`config.mk`:
```
export PLATFORM = sky130hd
export DESIGN_NAME = arccos_clamped_unit_flat
export DESIGN_NICKNAME = d
export VERILOG_FILES = /design/src/sv/acu_pkg.sv /design/src/sv/acu_stream_if.sv /design/src/sv/acu_sqrt_cell.sv /design/src/sv/acu_cordic_cell.sv /design/src/sv/arccos_clamped_unit.sv /design/src/flat_wrapper.sv
export SDC_FILE = /design/constraint.sdc
export NUM_CORES = 1
export LEC_CHECK = 0
export ABC_CLOCK_PERIOD_IN_PS = 6680
export BUFFER_PORTS_ARGS = -buffer_cell sky130_fd_sc_hd__buf_2
export CAP_MARGIN = 40
export CORE_AREA = 5 5 81 83
export DETAILED_ROUTE_END_ITERATION = 8
export DIE_AREA = 0 0 86 88
export HOLD_SLACK_MARGIN = 0.15
export SYNTH_ARGS = -nofsm -noshare
export SYNTH_HDL_FRONTEND = slang
export SYNTH_SLANG_ARGS = --single-unit
export TNS_END_PERCENT = 30
```
`constraint.sdc`:
```
create_clock -name i_clk -period 6.68 [get_ports i_clk]
set_clock_uncertainty 0.05 [all_clocks]
set_input_delay 0.334 -clock i_clk [delete_from_list [all_inputs] [get_ports i_clk]]
set_output_delay 0.334 -clock i_clk [all_outputs]
set_load 0.1 [all_outputs]
```
`src/sv/acu_pkg.sv`:
```
`default_nettype none
package acu_pkg;

    localparam int COUNT_WRAP_DEF   = 10000;
    localparam int CORDIC_STEPS_DEF = 16;

    // digit pairs of the 46-bit radicand
    localparam int SQRT_STEPS = 23;

    localparam int RAD_W  = 46;
    localparam int REM_W  = 26;
    localparam int ROOT_W = 23;
    localparam int VEC_W  = 26;
    localparam int ANG_W  = 28;

    localparam logic signed [15:0] ONE_Q14     = 16'sd16384;
    localparam logic [14:0]        PI_Q13      = 15'd25736;
    localparam logic [28:0]        ONE_SQ_Q28  = 29'h1000_0000;
    localparam logic [ANG_W-1:0]   HALF_PI_Q24 = 28'd26353589;
    localparam logic [ANG_W-1:0]   ROUND_Q24   = 28'd1024;

    typedef struct packed {
        logic              enable;
        logic signed [15:0] cosine_in;
    } t_in_word;

    typedef struct packed {
        logic [14:0] angle_out;
        logic        valid_out;
        logic [13:0] scan_count;
    } t_out_word;

    typedef struct packed {
        logic [RAD_W-1:0]  rad;
        logic [REM_W-1:0]  rem;
        logic [ROOT_W-1:0] root;
    } t_sqrt;

    typedef struct packed {
        logic signed [VEC_W-1:0] x;
        logic signed [VEC_W-1:0] y;
        logic signed [ANG_W-1:0] z;
    } t_vec;

    // atan(2^-i) in Q.24, zero past the end of the table
    function automatic logic [ANG_W-1:0] atan_q24(input int i);
        logic [ANG_W-1:0] a;
        unique case (i)
            0:  a = 28'd13176795;
            1:  a = 28'd7778716;
            2:  a = 28'd4110060;
            3:  a = 28'd2086331;
            4:  a = 28'd1047214;
            5:  a = 28'd524117;
            6:  a = 28'd262123;
            7:  a = 28'd131069;
            8:  a = 28'd65536;
            9:  a = 28'd32768;
            10: a = 28'd16384;
            11: a = 28'd8192;
            12: a = 28'd4096;
            13: a = 28'd2048;
            14: a = 28'd1024;
            15: a = 28'd512;
            16: a = 28'd256;
            17: a = 28'd128;
            18: a = 28'd64;
            19: a = 28'd32;
            20: a = 28'd16;
            21: a = 28'd8;
            22: a = 28'd4;
            23: a = 28'd2;
            default: a = '0;
        endcase
        return a;
    endfunction

endpackage
`default_nettype wire

```
`src/sv/acu_stream_if.sv`:
```
`default_nettype none
interface acu_stream_if #(
    parameter type T = logic
);
    logic valid;
    logic ready;
    T     data;

    modport source (output valid, output data, input ready);
    modport sink   (input valid, input data, output ready);
endinterface
`default_nettype wire

```
`src/sv/acu_sqrt_cell.sv`:
```
`default_nettype none
module acu_sqrt_cell (
    input  wire logic          i_clk,
    input  wire logic          i_rst_n,
    input  wire logic          i_valid,
    input  acu_pkg::t_sqrt     i_data,
    output logic               o_valid,
    output acu_pkg::t_sqrt     o_data
);

    logic                       r_valid;
    acu_pkg::t_sqrt             r_data;
    acu_pkg::t_sqrt             n_data;
    logic [acu_pkg::REM_W-1:0]  rem_sh;
    logic [acu_pkg::REM_W-1:0]  trial;

    always_comb begin
        // bring down the next digit pair
        rem_sh = {i_data.rem[acu_pkg::REM_W-3:0], i_data.rad[acu_pkg::RAD_W-1 -: 2]};
        trial  = {1'b0, i_data.root, 2'b01};
        n_data.rad = {i_data.rad[acu_pkg::RAD_W-3:0], 2'b00};
        if (rem_sh >= trial) begin
            n_data.rem  = rem_sh - trial;
            n_data.root = {i_data.root[acu_pkg::ROOT_W-2:0], 1'b1};
        end else begin
            n_data.rem  = rem_sh;
            n_data.root = {i_data.root[acu_pkg::ROOT_W-2:0], 1'b0};
        end
    end

    always_ff @(posedge i_clk) begin
        if (!i_rst_n) begin
            r_valid <= 1'b0;
        end else begin
            r_valid <= i_valid;
        end
        r_data <= n_data;
    end

    assign o_valid = r_valid;
    assign o_data  = r_data;

endmodule
`default_nettype wire

```
`src/sv/acu_cordic_cell.sv`:
```
`default_nettype none
module acu_cordic_cell #(
    parameter int STEP = 0
) (
    input  wire logic          i_clk,
    input  wire logic          i_rst_n,
    input  wire logic          i_valid,
    input  acu_pkg::t_vec      i_vec,
    output logic               o_valid,
    output acu_pkg::t_vec      o_vec
);

    logic                             r_valid;
    acu_pkg::t_vec                    r_vec;
    acu_pkg::t_vec                    n_vec;
    logic signed [acu_pkg::VEC_W-1:0] x_in;
    logic signed [acu_pkg::VEC_W-1:0] y_in;
    logic signed [acu_pkg::VEC_W-1:0] dx;
    logic signed [acu_pkg::VEC_W-1:0] dy;
    logic signed [acu_pkg::ANG_W-1:0] a;

    always_comb begin
        x_in = i_vec.x;
        y_in = i_vec.y;
        dx   = y_in >>> STEP;
        dy   = x_in >>> STEP;
        a    = $signed(acu_pkg::atan_q24(STEP));
        if (!y_in[acu_pkg::VEC_W-1]) begin
            n_vec.x = x_in + dx;
            n_vec.y = y_in - dy;
            n_vec.z = i_vec.z + a;
        end else begin
            n_vec.x = x_in - dx;
            n_vec.y = y_in + dy;
            n_vec.z = i_vec.z - a;
        end
    end

    always_ff @(posedge i_clk) begin
        if (!i_rst_n) begin
            r_valid <= 1'b0;
        end else begin
            r_valid <= i_valid;
        end
        r_vec <= n_vec;
    end

    assign o_valid = r_valid;
    assign o_vec   = r_vec;

endmodule
`default_nettype wire

```
`src/sv/arccos_clamped_unit.sv`:
```
`default_nettype none
// arccos_clamped_unit: clamped arc cosine of a Q2.14 value, result in Q2.13 radians.
// i_in is a valid/ready sink of t_in_word (enable, cosine_in); o_out is a
// valid/ready source of t_out_word (angle_out, valid_out, scan_count).
// One word is worked on at a time. After acceptance the word squares the input
// into a register, forms the radicand in a register, runs through a chain of 23
// square root cells (one result bit each), then through CORDIC_STEPS vectoring
// cells, then a rounding and clamp stage, and then moves into the output register
// towards o_out. i_in.ready drops on acceptance and rises again as the result
// moves into the output register, so a new word is taken only after the last
// one has left the chain end.
// The output register is separate from the chain end, so a new word is taken
// while the previous result still waits on a stalled receiver; the chain end
// then holds its result until the output register frees.
// Reset (synchronous, active low) empties the chain and the output, and sets
// the held angle and the scan counter to zero.
module arccos_clamped_unit #(
    parameter int COUNT_WRAP   = acu_pkg::COUNT_WRAP_DEF,
    parameter int CORDIC_STEPS = acu_pkg::CORDIC_STEPS_DEF
) (
    input  wire logic  i_clk,
    input  wire logic  i_rst_n,
    acu_stream_if.sink   i_in,
    acu_stream_if.source o_out
);

    localparam int NS = acu_pkg::SQRT_STEPS;

    acu_pkg::t_in_word  in_word;
    logic               accept;

    logic               r_busy;
    logic               r_go;
    logic               r_prep_v;
    logic               r_fin_v;
    logic               r_out_v;
    logic signed [15:0] r_c;
    logic               r_en;
    logic               r_over;
    logic               r_under;
    logic [30:0]        r_sq;
    logic [acu_pkg::RAD_W-1:0] r_rad;
    logic [14:0]        r_held;
    logic [13:0]        r_cnt;
    acu_pkg::t_out_word r_fin;
    acu_pkg::t_out_word r_out;

    logic signed [31:0] sq_full;
    logic [28:0]        rem29;
    logic [14:0]        cnt_inc;
    logic [13:0]        n_cnt;
    logic [14:0]        n_held;
    acu_pkg::t_out_word n_fin;
    logic               move;

    acu_pkg::t_sqrt     sq_data [0:NS];
    logic               sq_v    [0:NS];
    acu_pkg::t_vec      cd_vec  [0:CORDIC_STEPS];
    logic               cd_v    [0:CORDIC_STEPS];

    logic signed [acu_pkg::VEC_W-1:0] x0;
    logic signed [acu_pkg::VEC_W-1:0] y0;
    logic signed [acu_pkg::ANG_W-1:0] zr;
    logic signed [16:0]               q;
    logic [14:0]                      q_clamp;

    assign in_word    = i_in.data;
    assign i_in.ready = !r_busy;
    assign accept     = i_in.valid && !r_busy;
    assign move       = r_fin_v && (!r_out_v || o_out.ready);

    assign o_out.valid = r_out_v;
    assign o_out.data  = r_out;

    always_comb begin
        sq_full = in_word.cosine_in * in_word.cosine_in;
        rem29   = acu_pkg::ONE_SQ_Q28 - r_sq[28:0];
        cnt_inc = {1'b0, r_cnt} + 15'd1;
        if (cnt_inc >= 15'(COUNT_WRAP)) begin
            n_cnt = '0;
        end else begin
            n_cnt = cnt_inc[13:0];
        end
    end

    // square root chain
    assign sq_v[0]         = r_prep_v;
    assign sq_data[0].rad  = r_rad;
    assign sq_data[0].rem  = '0;
    assign sq_data[0].root = '0;

    for (genvar j = 0; j < NS; j++) begin : g_sqrt
        acu_sqrt_cell u_cell (
            .i_clk   (i_clk),
            .i_rst_n (i_rst_n),
            .i_valid (sq_v[j]),
            .i_data  (sq_data[j]),
            .o_valid (sq_v[j+1]),
            .o_data  (sq_data[j+1])
        );
    end

    // negative cosine starts from the vector turned by -pi/2
    always_comb begin
        x0 = {{2{r_c[15]}}, r_c, 8'b0};
        y0 = {3'b0, sq_data[NS].root};
        if (r_c[15]) begin
            cd_vec[0].x = y0;
            cd_vec[0].y = -x0;
            cd_vec[0].z = $signed(acu_pkg::HALF_PI_Q24);
        end else begin
            cd_vec[0].x = x0;
            cd_vec[0].y = y0;
            cd_vec[0].z = '0;
        end
    end
    assign cd_v[0] = sq_v[NS];

    for (genvar i = 0; i < CORDIC_STEPS; i++) begin : g_cordic
        acu_cordic_cell #(
            .STEP (i)
        ) u_cell (
            .i_clk   (i_clk),
            .i_rst_n (i_rst_n),
            .i_valid (cd_v[i]),
            .i_vec   (cd_vec[i]),
            .o_valid (cd_v[i+1]),
            .o_vec   (cd_vec[i+1])
        );
    end

    always_comb begin
        zr = cd_vec[CORDIC_STEPS].z + $signed(acu_pkg::ROUND_Q24);
        q  = zr[acu_pkg::ANG_W-1:11];
        if (q[16]) begin
            q_clamp = '0;
        end else if (q[15:0] > {1'b0, acu_pkg::PI_Q13}) begin
            q_clamp = acu_pkg::PI_Q13;
        end else begin
            q_clamp = q[14:0];
        end

        n_held          = r_held;
        n_fin.valid_out = 1'b0;
        if (r_en) begin
            priority if (r_over) begin
                n_held = '0;
            end else if (r_under) begin
                n_held = acu_pkg::PI_Q13;
            end else begin
                n_held          = q_clamp;
                n_fin.valid_out = 1'b1;
            end
        end
        n_fin.angle_out  = n_held;
        n_fin.scan_count = r_cnt;
    end

    always_ff @(posedge i_clk) begin
        if (!i_rst_n) begin
            r_busy   <= 1'b0;
            r_go     <= 1'b0;
            r_prep_v <= 1'b0;
            r_fin_v  <= 1'b0;
            r_out_v  <= 1'b0;
            r_held   <= '0;
            r_cnt    <= '0;
        end else begin
            r_go     <= accept;
            r_prep_v <= r_go;
            if (accept) begin
                r_busy <= 1'b1;
                r_cnt  <= n_cnt;
            end
            if (cd_v[CORDIC_STEPS]) begin
                r_fin_v <= 1'b1;
                r_held  <= n_held;
            end
            if (move) begin
                r_fin_v <= 1'b0;
                r_out_v <= 1'b1;
                r_busy  <= 1'b0;
            end else if (r_out_v && o_out.ready) begin
                r_out_v <= 1'b0;
            end
        end
        if (accept) begin
            r_c     <= in_word.cosine_in;
            r_en    <= in_word.enable;
            r_over  <= in_word.cosine_in > acu_pkg::ONE_Q14;
            r_under <= in_word.cosine_in < -acu_pkg::ONE_Q14;
            r_sq    <= sq_full[30:0];
        end
        r_rad <= {1'b0, rem29, 16'b0};
        if (cd_v[CORDIC_STEPS]) begin
            r_fin <= n_fin;
        end
        if (move) begin
            r_out <= r_fin;
        end
    end

endmodule
`default_nettype wire
```
`src/flat_wrapper.sv`:
```
// flat-port wrapper written by rule: the top's interface ports become plain ports
module arccos_clamped_unit_flat 
#(
    parameter int COUNT_WRAP   = acu_pkg::COUNT_WRAP_DEF,
    parameter int CORDIC_STEPS = acu_pkg::CORDIC_STEPS_DEF
)
  (i_clk, i_rst_n, i_in_valid, i_in_data, i_in_ready, o_out_valid, o_out_data, o_out_ready);
  acu_stream_if i_in_i ();
  acu_stream_if o_out_i ();
  input  wire logic i_clk;
  input  wire logic i_rst_n;
  input wire logic [$bits(i_in_i.valid)-1:0] i_in_valid;
  input wire logic [$bits(i_in_i.data)-1:0] i_in_data;
  output wire logic [$bits(i_in_i.ready)-1:0] i_in_ready;
  output wire logic [$bits(o_out_i.valid)-1:0] o_out_valid;
  output wire logic [$bits(o_out_i.data)-1:0] o_out_data;
  input wire logic [$bits(o_out_i.ready)-1:0] o_out_ready;
  assign i_in_i.valid = i_in_valid;
  assign i_in_i.data = i_in_data;
  assign i_in_ready = i_in_i.ready;
  assign o_out_valid = o_out_i.valid;
  assign o_out_data = o_out_i.data;
  assign o_out_i.ready = o_out_ready;
  arccos_clamped_unit #(.COUNT_WRAP(COUNT_WRAP), .CORDIC_STEPS(CORDIC_STEPS)) u_core (.i_clk(i_clk), .i_rst_n(i_rst_n), .i_in(i_in_i), .o_out(o_out_i));
endmodule
```
==> flow_summary_export.csv, run 1 <==
group,metric,value,unit
run_status,outcome,"finished, final reports clean",
critical_path,cpLargestDelayFamily,"compound AO/OA/AOI/OAI gates",
routing,met1_length,1.89,mm
placement,io_buffers,6,
critical_path,crit_type,"reg2reg",
routing,routed_wl,3.52,mm
timing,tightest_slew,0.587,ns
cts,cts_max_level,3,
yosys,synth_cells,227,
timing,hold_viol_final,0,
placement,dp_hpwl,2.19,mm
cts,postCtsSetupBuffers,0,
global_routing,antenna_found_initial,0,
placement,finalWeightedCongestion,0.784,
timing,setup_viol,0,
critical_path,cp.arrival,2.78,ns
floorplan,core,0.00578,mm2
routing,drt-pass1-iter-count,4,
cts,clk_pin_slew,0.06,ns
cts,cts_buffers,9,
critical_path,slowest_delay,0.45,ns
timing,min_period,2.62,ns
cts,cts.path.max_buffers,2,
yosys,async_flop_share,0,%
yosys,yosysSeqAreaShare,53.8,%
yosys,ys_ff_latch,60,
critical_path,cp-start-kind,"flop",
worst_hold_path,hold_path_class,"in2reg",
yosys,netlist_top_cells_area,"dfxtp_1 (51%), and2_1 (11%), nand3_1 (2.6%)",
critical_path,critPathRequiredTime,6.84,ns
power_and_ir_drop,comb_power_share,2.3,%
layout,area_growth_syn_to_layout,10.4,%
routing,wire_per_inst,11.5,um
yosys,ys_warn_count,0,
layout,largest_reg_flops,23,
yosys,synth_cell_types,47,
yosys,synth_top_area_cell,"dfxtp_1",
floorplan,rows,28,
yosys,yosys.area_share.simple,27.7,%
placement,dp_slack,4.05,ns
power_and_ir_drop,p_leak,0.956,nW
cts,cts_tree,"done",
cts,cts_root_buffer,"clkbuf_8",
routing,drc,0,
floorplan,chipHeight,88,um
global_routing,grt_use_total,11.0,%
critical_path,worstPathCellList,"ha_1, and3_2, nand3_1, xnor2_1, o311a_2, o31a_1, o21ai_4, nor2_1",
yosys,synth_area,0.00227,mm2
yosys,synth_xor_area_share,3.47,%
layout,drive_gt1_share,13.8,%
yosys,synth_top_area_share,51.1,%
global_routing,grt_pass1_vias,1401,
timing,setup_tns,0,ns
timing,relSlewSlack,60.9,%
yosys,synth_adder_area_share,0.551,%
timing,period_share,39.2,%
job,cap_violations,0,
timing,fin_ws,4.06,ns
floorplan,die_x,86,um
routing,dr_total_vias,1492,
routing,dr_wl_met2,1.41,mm
power_and_ir_drop,seqPwrFrac,50.2,%
floorplan,initial_core_util,39.3,%
routing,highest_layer,"met4",
routing,vias_per_cell,4.86,
yosys,synth_top_family_by_area,"simple AND/OR/NAND/NOR gates",
timing,finalMaxSlewViolations,0,
power_and_ir_drop,power_density,289,mW/mm2
power_and_ir_drop,clkPwrFrac,47.6,%
yosys,synth_edf_count,2,
global_routing,grt_pass1_wl,6.52,mm
cts,clock_sinks,60,
timing,max_freq,0.382,GHz
yosys,syn_nets,233,
layout,antenna_cells,0,
yosys,synth-compound-area-share,9.20,%
yosys,synth_top_flop_cell,"dfxtp_1",
critical_path,crit_fanout,9,
global_routing,grt_max_degree,46,
routing,drtIter0Drc,92,
cts,cts_resized,0,
routing,drtAntennaViolNets,0,
floorplan,io_pins,8,
power_and_ir_drop,p_switching,0.147,mW
power_and_ir_drop,internal-power,0.578,mW
floorplan,fp.dieArea,0.00757,mm2
critical_path,endpoint_kind,"flop",
critical_path,cp_slowest_cell,"dfxtp_1",
timing,rsz0062_at_grt,"no",
critical_path,path_buf_inv,0,
routing,wl_met3,168,um
yosys,synth_area_per_cell,10.0,um2
power_and_ir_drop,swShare,20.3,%
cts,cts_hold_buf,0,
layout,final_nets,234,
power_and_ir_drop,peakVddDrop,0.167,mV
yosys,muxShareOfSynthArea,0,%
cts,clock_latency,0.32,ns
global_routing,grt-ovfl-total,0,
synth_stat cells (all sizes together), types with 2 or more instances:
cell type,instances
nand2,14
inv,3
xor2,6
nor4,2
o21ai,3
a21oi,7
and2,42
nand2b,3
nand4,6
xnor2,3
buf,8
nor2,16
a31oi,3
nand3,12
edfxtp,2
and4,2
nor3,5
or4,2
dfxtp,58
nor3b,2
and3,3
clkbuf,8
final timing paths:
kind                                          end  cells after the start            start  slack [ns]
worst min-delay path                u_core.r_busy                      3       i_in_valid        0.19
worst max-delay path              u_core.r_cnt[2]                      8  u_core.r_cnt[0]        4.06
worst max register to register    u_core.r_cnt[2]                      8  u_core.r_cnt[0]        4.06
worst min register to register  u_core.o_out.data                      0  u_core.r_fin[0]        0.37
area by class of cell:
type,count,area (um2)
well taps,75,93.8
flip-flops and latches,60,1220
repair buffers,6,30.0
clock inverters,3,42.5
clock buffers,12,176
inverters,4,15.0
fillers,587,3270
multi-input cells,147,928
power by group through the flow:
stage	sequential (mW)	combinational [mW]	clock, mW
after floorplan	0.371	0.0133	0
after global placement	0.372	0.0168	0
after detailed placement	0.372	0.0169	0
after CTS	0.364	0.0169	0.355
after global routing	0.364	0.0188	0.377
final	0.364	0.0164	0.345
metrics by stage:
step / util, % / power (mW) / std cells / hold WS (ns) / instance area [um2]
2_1_floorplan: - / 0.385 / 227 / 0.350 / 2270
3_3_place_gp: 39.6 / 0.388 / 292 / 0.353 / 2290
3_5_place_dp: 39.6 / 0.389 / 292 / 0.356 / 2290
4_1_cts: 43.4 / 0.736 / 307 / 0.184 / 2510
5_1_grt: 43.4 / 0.760 / 307 / 0.201 / 2510
6_report: 43.4 / 0.725 / 307 / 0.195 / 2510
layer usage:
metal  track usage (%)  vias to the layer above
met5                 0                        -
met4              4.32                        0
met3              5.08                        7
met2              15.3                       28
met1              14.7                      688
li1                  -                      769
layout by cell type, fill, tap and decap left out, types with 2 or more instances in the layout:
| cell | n |
|---|---|
| edfxtp_1 | 2 |
| nand2b_1 | 3 |
| and3_1 | 2 |
| clkbuf_8 | 11 |
| buf_2 | 6 |
| nand3_1 | 12 |
| nor4_1 | 2 |
| nand4_1 | 5 |
| nand2_1 | 14 |
| a21oi_1 | 7 |
| and2_1 | 41 |
| nor2_1 | 16 |
| or4_1 | 2 |
| a31oi_1 | 3 |
| dfxtp_1 | 58 |
| nor3_1 | 5 |
| xor2_1 | 6 |
| nor3b_1 | 2 |
| xnor2_1 | 3 |
| inv_1 | 3 |
worst register-to-register path: stages, from the launching register on:
cell and delay [ns]:
dfxtp_1 0.45, ha_1 0.28, and3_2 0.26, nand3_1 0.18
xnor2_1 0.18, o311a_2 0.33, o31a_1 0.41, o21ai_4 0.29
nor2_1 0.08
kinds of logic (layout without fill, tap and decap cells):
group / after synthesis / in the layout
AOI/OAI and AO/OA: 26 / 26
and+or+nand+nor: 111 / 111
DFF: 60 / 60
buffers and inverters: 20 / 25
adders and majority gates: 1 / 1
xor gates and xnor gates: 9 / 9
Note: power is estimated with default switching activity, not from simulation.
==> run 2, diff against run 1 <==
--- a/config.mk
+++ b/config.mk
@@ -5,7 +5,7 @@
 export SDC_FILE = /design/constraint.sdc
 export NUM_CORES = 1
 export LEC_CHECK = 0
-export ABC_CLOCK_PERIOD_IN_PS = 6680
+export ABC_CLOCK_PERIOD_IN_PS = 2670
 export BUFFER_PORTS_ARGS = -buffer_cell sky130_fd_sc_hd__buf_2
 export CAP_MARGIN = 40
 export CORE_AREA = 5 5 81 83
==> constraint.sdc (replaced) <==
create_clock -name i_clk -period 2.67 [get_ports i_clk]
set_clock_uncertainty 0.05 [all_clocks]
set_input_delay 0.1335 -clock i_clk [delete_from_list [all_inputs] [get_ports i_clk]]
set_output_delay 0.1335 -clock i_clk [all_outputs]
set_load 0.1 [all_outputs]
==> run 2 against run 1 <==
Maximum frequency is 4.6% higher. First-iteration DRC count is 18% higher. Sequential share of layout area is 0.98 points lower. Worst setup slack worse by 3.9 ns. Combinational power grew to 3.0 times the previous value. Clock-buffer cell count is 3 lower. Critical endpoint is now u_core.r_cnt[11]. Highest routed layer unchanged.
==> flow_summary_export.csv, run 2 (synthesis results as in run 1) <==
group,metric,value,unit
floorplan,io_pins,8,
global_routing,antenna_found_initial,0,
critical_path,crit_fanout,8,
layout,drive_gt1_share,16.8,%
floorplan,fp.dieArea,0.00757,mm2
cts,postCtsSetupBuffers,0,
placement,dpl.cell_count,299,
layout,layout_common_cells,"dfxtp_1 (58), and2_1 (41), nor2_1 (16)",
critical_path,cpLargestDelayFamily,"simple AND/OR/NAND/NOR gates",
timing,tightest_slew,0.571,ns
cts,cts_root_buffer,"clkbuf_8",
critical_path,path_buf_inv,0,
routing,drtIter0Drc,109,
routing,drtAntennaViolNets,0,
timing,max_freq,0.399,GHz
power_and_ir_drop,p_leak,0.978,nW
critical_path,endpoint_kind,"flop",
cts,clock_sinks,60,
job,cap_violations,0,
cts,clk_pin_slew,0.07,ns
timing,fin_ws,0.164,ns
timing,rsz0062_at_grt,"no",
floorplan,chipHeight,88,um
worst_hold_path,hold_path_class,"reg2reg",
critical_path,cp_slowest_cell,"dfxtp_1",
placement,dp_hpwl,2.36,mm
layout,antenna_cells,0,
layout,area_growth_syn_to_layout,12.7,%
placement,io_buffers,6,
placement,dp_slack,0.197,ns
routing,drc,0,
placement,finalWeightedCongestion,0.790,
run_status,outcome,"finished, final reports clean",
timing,period_share,93.9,%
power_and_ir_drop,power,1.67,mW
power_and_ir_drop,peakVddDrop,0.468,mV
cts,cts_max_level,3,
cts,cts_tree,"done",
power_and_ir_drop,power_density,654,mW/mm2
layout,largest_reg_flops,23,
global_routing,grt-ovfl-total,0,
critical_path,cp-start-kind,"flop",
critical_path,worstPathCellList,"and4_1, nand4_4, o311ai_2, o41a_1, o21ai_1, or4_1, a31oi_1",
floorplan,die_x,86,um
cts,cts_buffers,9,
global_routing,grt_pass1_wl,6.74,mm
routing,vias_per_cell,4.78,
critical_path,crit_type,"reg2reg",
timing,relSlewSlack,61.9,%
timing,setup_viol,0,
layout,final_nets,245,
floorplan,core,0.00578,mm2
timing,hold_viol_final,0,
cts,clock_latency,0.34,ns
floorplan,initial_core_util,39.3,%
routing,dr_total_vias,1524,
timing,finalMaxSlewViolations,0,
global_routing,grt_pass1_vias,1423,
global_routing,grt_use_total,11.8,%
routing,drt-pass1-iter-count,5,
layout,finalNonFillerCells,319,
timing,setup_tns,0,ns
routing,routed_wl,3.82,mm
global_routing,grt_max_degree,45,
layout,layout_commonest_cell,"dfxtp_1",
cts,cts.path.max_buffers,2,
critical_path,slowest_delay,0.46,ns
routing,wire_per_inst,12.0,um
critical_path,cp.arrival,2.72,ns
timing,min_period,2.51,ns
floorplan,rows,28,
critical_path,critPathRequiredTime,2.89,ns
==> run 2: routing by layer <==
layer | up-vias | wire length [um] | share of wire, % | global-route usage (%)
li1 | 789 | - | - | -
met1 | 705 | 1920 | 50 | 15.0
met2 | 23 | 1640 | 43 | 16.4
met5 | - | 0 | 0 | 0
met3 | 7 | 183 | 4.8 | 5.93
met4 | 0 | 75 | 2.0 | 6.04
==> run 2: path summary, 6_finish.rpt <==
path                   start                end  slack, ns  depth (start not counted)
max          u_core.r_cnt[0]   u_core.r_cnt[11]       0.16                          7
min          u_core.r_fin[0]  u_core.o_out.data       0.38                          0
max reg2reg  u_core.r_cnt[0]   u_core.r_cnt[11]       0.16                          7
min reg2reg  u_core.r_fin[0]  u_core.o_out.data       0.38                          0
==> run 2: what timing repair did <==
| item | in CTS | in global routing |
|---|---|---|
| hold buffers | 4 | 0 |
| gates resized for setup | 0 | 1 |
| endpoints found under the hold margin | 9 | 0 |
| setup endpoints to repair | 0 | 4 |
==> run 2: metrics by stage <==
stage | hold WS, ns | cell area [um2] | utilization, %
floorplan | 0.199 | 2270 | -
global placement | 0.318 | 2340 | 40.5
detailed placement | 0.330 | 2340 | 40.5
CTS | 0.382 | 2560 | 44.2
global route | 0.387 | 2560 | 44.3
finish | 0.380 | 2560 | 44.3
==> run 2: area by class of cell <==
| type | instances | area (um2) |
|---|---|---|
| multi-input combinational | 147 | 930 |
| inverter | 4 | 15.0 |
| timing repair buffer | 17 | 123 |
| sequential | 60 | 1220 |
| fill | 558 | 3220 |
| tap | 75 | 93.8 |
| clock inverter | 7 | 52.6 |
| clock buffer | 9 | 124 |
==> run 2: worst register-to-register path, cell delays in order (launching register included) <==
cell	delay, ns
dfxtp_1	0.46
and4_1	0.45
nand4_4	0.19
o311ai_2	0.33
o41a_1	0.25
o21ai_1	0.12
or4_1	0.42
a31oi_1	0.18
==> run 2: where the power goes <==
| part | total (mW) | switching, mW | internal (mW) |
|---|---|---|---|
| clock network | 0.714 | 0.376 | 0.338 |
| registers | 0.910 | 0.00491 | 0.905 |
| logic | 0.0486 | 0.0343 | 0.0143 |
| total | 1.67 | 0.416 | 1.26 |
